<file path="config.mk">
export PLATFORM = sky130hd
export DESIGN_NAME = gspl_ram
export DESIGN_NICKNAME = d
export VERILOG_FILES = /design/src/sv/gspl_ram.sv
export SDC_FILE = /design/constraint.sdc
export NUM_CORES = 2
export LEC_CHECK = 0
export ABC_AREA = 1
export BUFFER_PORTS_ARGS = -buffer_cell sky130_fd_sc_hd__buf_2
export CAP_MARGIN = 20
export CORE_AREA = 8 8 450 452
export CTS_CLUSTER_DIAMETER = 50
export DETAILED_ROUTE_END_ITERATION = 10
export DIE_AREA = 0 0 458 460
export PLACE_DENSITY_LB_ADDON = 0.15
export SETUP_SLACK_MARGIN = 0.4
export SLEW_MARGIN = 20
export SYNTH_ARGS = -nofsm -noshare
export SYNTH_HDL_FRONTEND = slang
export SYNTH_SLANG_ARGS = --single-unit
export TNS_END_PERCENT = 20
</file>
<file path="constraint.sdc">
create_clock -name clk -period 4.1 [get_ports clk]
set_clock_uncertainty 0.05 [all_clocks]
set_input_delay 0.41 -clock clk [delete_from_list [all_inputs] [get_ports clk]]
set_output_delay 0.41 -clock clk [all_outputs]
set_load 0.01 [all_outputs]
</file>
<file path="src/sv/gspl_ram.sv">
// ----------------------------------------------------------------------------
// gspl_ram: generic single-port-write, single-port-read RAM
// One write and one read per cycle; read data is registered.
// ----------------------------------------------------------------------------
module gspl_ram #(
  parameter int WIDTH = 8,
  parameter int DEPTH = 256
) (
  input  logic                     clk,
  input  logic                     we,
  input  logic [$clog2(DEPTH)-1:0] waddr,
  input  logic [WIDTH-1:0]         wdata,
  input  logic [$clog2(DEPTH)-1:0] raddr,
  output logic [WIDTH-1:0]         rdata
);

  logic [WIDTH-1:0] mem [DEPTH];

  // Write port
  always_ff @(posedge clk) begin
    if (we) begin
      mem[waddr] <= wdata;
    end
  end

  // Registered read port
  always_ff @(posedge clk) begin
    rdata <= mem[raddr];
  end

endmodule

</file>
# ---- After elaboration in Yosys (flattened, before gate mapping)
# Memory sizes are Yosys's and may differ from the RTL's. A register that Yosys moved wholly into a read port is not among the register bits.
# Index checks and enable logic that the tools add are counted.
dict set report op_classes {
  n_mux 2
}
# op n
set ops {}
lappend ops {{1-bit two-way mux} 2}
dict set report word_totals {
  register_bits 0
  ramBits 2048
  wordCells 3
  mem_count 1
}
# memory words width read_ports rd_ports_with_merged_regs wr line
set memory_table {}
lappend memory_table {mem 256 8 1 1 1 17} ;# logic [WIDTH-1:0] mem [DEPTH];

# ---- Logic depth before layout (Yosys ltp)
dict set report logic_depth {
  depth_word 2
  ltp_mapped 15
  depth_no_buf 11
}

# ---- Worst setup path before layout
# Ideal clock, no wire load.
dict set report synth_path {
  kind {input port to flip-flop}
  startpoint {input port we}
  endpoint {memory mem[162][0], enable pin}
  required_time_ns 3.680
  stages 4
  slack_ns 2.149
  setup_time_ns 0.370
  path_buffers 2
  t_arrival_ns 1.531
  cell_sequence {clkbuf_1 nand3_1 clkbuf_1 nor2_1}
}
dict set report synth_via {
  elab_chain_len 2
}
# item line
set synth_lines {}
lappend synth_lines {{start, declared} 10} ;# input logic we,
lappend synth_lines {{1-bit two-way mux} 21} ;# if (we) begin
lappend synth_lines {{1-bit two-way mux (implied by the code)} 22} ;# mem[waddr] <= wdata;
lappend synth_lines {{end, declared} 17}
# No other way between the ends.

==> impl_metrics.yaml <==
synthesis:
  synth.largest_area_cell: "sky130_fd_sc_hd__edfxtp_1"
  synth_seq_area_share_pct: 73.94
  top_count_cell_post_synth: "sky130_fd_sc_hd__nand2_1"
  postSynthAreaPerCell_um2: 11.91
  netlist_instances: 7003
  synth_top_cells_by_area: "sky130_fd_sc_hd__edfxtp_1 (74%), sky130_fd_sc_hd__nand3_1 (12%), sky130_fd_sc_hd__nand2_1 (9.6%), sky130_fd_sc_hd__buf_2 (1.6%), sky130_fd_sc_hd__nor2_1 (1.3%)"
  yosysWarningCount: 0
  synth_top_cell_area_share_pct: 73.74
  synth_flop_type: "sky130_fd_sc_hd__edfxtp_1"
  number_of_synthesized_flops_with_an_enable_pin: 2048
  postSynthRegisterBits: 2056
  synth_cell_types: 14
  asyncSetResetFlopFracSynth_pct: 0
  ys_top_cells_by_count: "sky130_fd_sc_hd__nand2_1 (2123), sky130_fd_sc_hd__edfxtp_1 (2048), sky130_fd_sc_hd__nand3_1 (2019)"
  post_synth_instance_area_um2: 83400
  syn-num-nets: 7029
cells_and_area:
  post_route_cells_drive_above_1_share_pct: 8.599
  syn_to_final_growth_pct: 12.68
  finish.net_count: 7062
clock_tree:
  tritoncts.num_buffers: 222
  postCtsSetupRepairBufs: 0
  worst_skew_pair.late_latency_ps: 860
  clk_path_buf_depth: 3
  cts.repair.resized: 0
  cts-hold-fix-buffers: 4
  tritoncts: "yes"
  tritoncts_num_sinks: 2056
  worst_setup_hold_path_clk_slew_ps: 60
  clock-root-buffer: "sky130_fd_sc_hd__clkbuf_16"
  h-tree-depth: 4
route:
  drtIter0Drc: 5557
  drc: 0
  vias_per_cell: 5.578
  detailroute.via_count: 54590
  detail_route.wirelength_um: 247300
  antenna_left: 0
  drt_pass1_iterations: 6
  average_wire_per_cell_in_the_routed_design_um: 25.27
setup_path:
  timing_worst_setup_path_type: "primary input to register"
  arrival_ps: 3370
  worst_setup_path_start: "raddr[1]"
  worst_r2r_setup_slack_ps: 1780
  critical_path.endpoint: "rdata[2]"
  worstReg2RegEnd: "rdata[2]"
  origin_of_the_critical_flop_to_flop_path: "mem[39][2]"
  timing.critical_path.required_ps: 4790
  setup.worst_path.end_class: "register"
  timing.reg2reg.worst_path_depth: 10
  critical_path.startpoint_type: "primary input"
  critical_path_peak_fanout: 91
grt:
  grt_pass1_wl_um: 363800
  grt_overflow: 0
  number_of_antenna_violations_at_the_first_check_in_global_routing: 12
  grt_max_degree: 179
  grt_pass1_vias: 52660
  grt_usage_pct: 22.91
sta:
  grt_setup_unrepaired: "no"
  max_slew_margin_pct: 22.17
  setup_tns_ps: 0
  maximum_clock_frequency_mhz: 373.9
  layout_worst_path_cycle_share_pct: 65.23
  hold_viol: 0
  hold_slack_ps: 27.67
  report.final.setup_viol: 0
  finalMaxSlewViolations: 0
  final_period_minus_worst_setup_slack_ps: 2674
  worst_pin_slew_ps: 1167
flow_run:
  max_cap_violations: 0
power:
  static-leakage-power_nw: 32.65
  swShare_pct: 23.24
  net-switching-power_mw: 10.45
  pwr-share-seq_pct: 51.6
  pwr-share-comb_pct: 6.1
  p_int_mw: 34.53
  vdd_drop_max_mv: 0.3682
  clock_power_share_pct: 42.3
  p_per_area_nw_per_um2: 478.6
place:
  port_buffers: 33
  hpwlAfterDp_um: 141400
  routabilityCongestion: 0.8536
die:
  placeableCoreArea_um2: 195800
  die_w_um: 458
  chipHeight_um: 460
  top_level_ports: 34
  num_rows: 163
  die-area_um2: 210700
  starting_density_pct: 42.60
min_path:
  min_path_type: "primary input to register"
  min_from: "wdata[4]"
  holdPathStages: 1
outcome:
  status: "complete, no violations"
## cells in the final DEF (no fill, tap or decap)
cell / instances
sky130_fd_sc_hd__buf_12: 52
sky130_fd_sc_hd__clkinv_8: 8
sky130_fd_sc_hd__nor2_1: 283
sky130_fd_sc_hd__clkinv_1: 46
sky130_fd_sc_hd__inv_8: 3
sky130_fd_sc_hd__inv_1: 34
sky130_fd_sc_hd__dlygate4sd3_1: 4
sky130_fd_sc_hd__buf_4: 205
sky130_fd_sc_hd__clkbuf_16: 223
sky130_fd_sc_hd__clkinvlp_4: 8
sky130_fd_sc_hd__bufinv_16: 11
sky130_fd_sc_hd__diode_2: 7
sky130_fd_sc_hd__clkinv_4: 4
sky130_fd_sc_hd__buf_8: 11
sky130_fd_sc_hd__buf_2: 20
sky130_fd_sc_hd__clkbuf_1: 49
sky130_fd_sc_hd__inv_4: 1
sky130_fd_sc_hd__clkbuf_8: 2
sky130_fd_sc_hd__dfxtp_1: 8
sky130_fd_sc_hd__nand3_1: 2019
sky130_fd_sc_hd__nand2_1: 2110
sky130_fd_sc_hd__inv_2: 1
sky130_fd_sc_hd__inv_6: 11
sky130_fd_sc_hd__nand2_2: 13
sky130_fd_sc_hd__edfxtp_1: 2048
sky130_fd_sc_hd__clkinv_2: 47
sky130_fd_sc_hd__inv_16: 1
## registers in the layout, indices dropped and copies added (netlist names)
name / cells
rdata: 8
mem: 2048
## power groups by stage
stage	clock network, mW	logic [mW]	registers [mW]
2_1_floorplan	0	1.43	23.6
3_3_place_gp	0	2.74	23.6
3_5_place_dp	0	2.75	23.6
4_1_cts	19.3	2.76	23.2
5_1_grt	20.2	2.96	23.2
6_report	19.0	2.75	23.2
## layer usage
metal | wire [µm] | GRT usage [%] | share of wire [%]
met5 | 52 | 0 | 0.021
met2 | 115800 | 36.56 | 47
met1 | 106600 | 32.07 | 43
met4 | 8357 | 7.915 | 3.4
met3 | 16470 | 3.723 | 6.7
## how the worst min path moves through the flow
stage | end | slack (ps)
final | mem[97][4] | 30
after global placement | rdata[2] | 820
after global routing | mem[71][4] | 20
after detailed placement | rdata[2] | 820
after floorplan | mem[0][0] | 460
after CTS | mem[71][4] | 6
## logic make-up (layout without fill, tap and decap cells)
family	count (synthesis)	in the layout	share of synthesized area, %
buffers and inverters	522	741	3.119
DFF	2056	2056	73.94
other	0	7	0
and+or+nand+nor	4425	4425	22.95
## critical path, cell delays in order
cell	delay [ps]
sky130_fd_sc_hd__buf_8	170
sky130_fd_sc_hd__inv_8	360
sky130_fd_sc_hd__buf_12	430
sky130_fd_sc_hd__buf_12	300
sky130_fd_sc_hd__nand3_1	110
sky130_fd_sc_hd__nand3_1	120
sky130_fd_sc_hd__nand3_1	150
sky130_fd_sc_hd__nand3_1	150
sky130_fd_sc_hd__nand3_1	190
sky130_fd_sc_hd__nand3_1	420
sky130_fd_sc_hd__nand2_1	130
sky130_fd_sc_hd__nand2_1	190
sky130_fd_sc_hd__nand2_1	80
## metrics by stage
step                setup slack [ps]  instances  util, %  cell area [µm²]  power (mW)
floorplan                       2149       7003        -            83400       25.06
global placement               609.8       9365    44.46            87050       26.38
detailed placement             575.0       9365    44.46            87050       26.38
CTS                             1500       9779    47.99            93960       45.28
global route                    1438       9780    47.99            93960       46.30
finish                          1426       9786    48.00            93970       44.98
## area by class of cell
class,instances,area (µm²)
clock inverters,136,1071
multi-input cells,4425,19170
inverters,39,180.2
well taps,2557,3199
flip-flops and latches,2056,61660
clock buffers,274,5792
repair buffers,292,2885
fillers,17540,101800
diodes,7,17.52
Power figures use the tool's default switching activity.
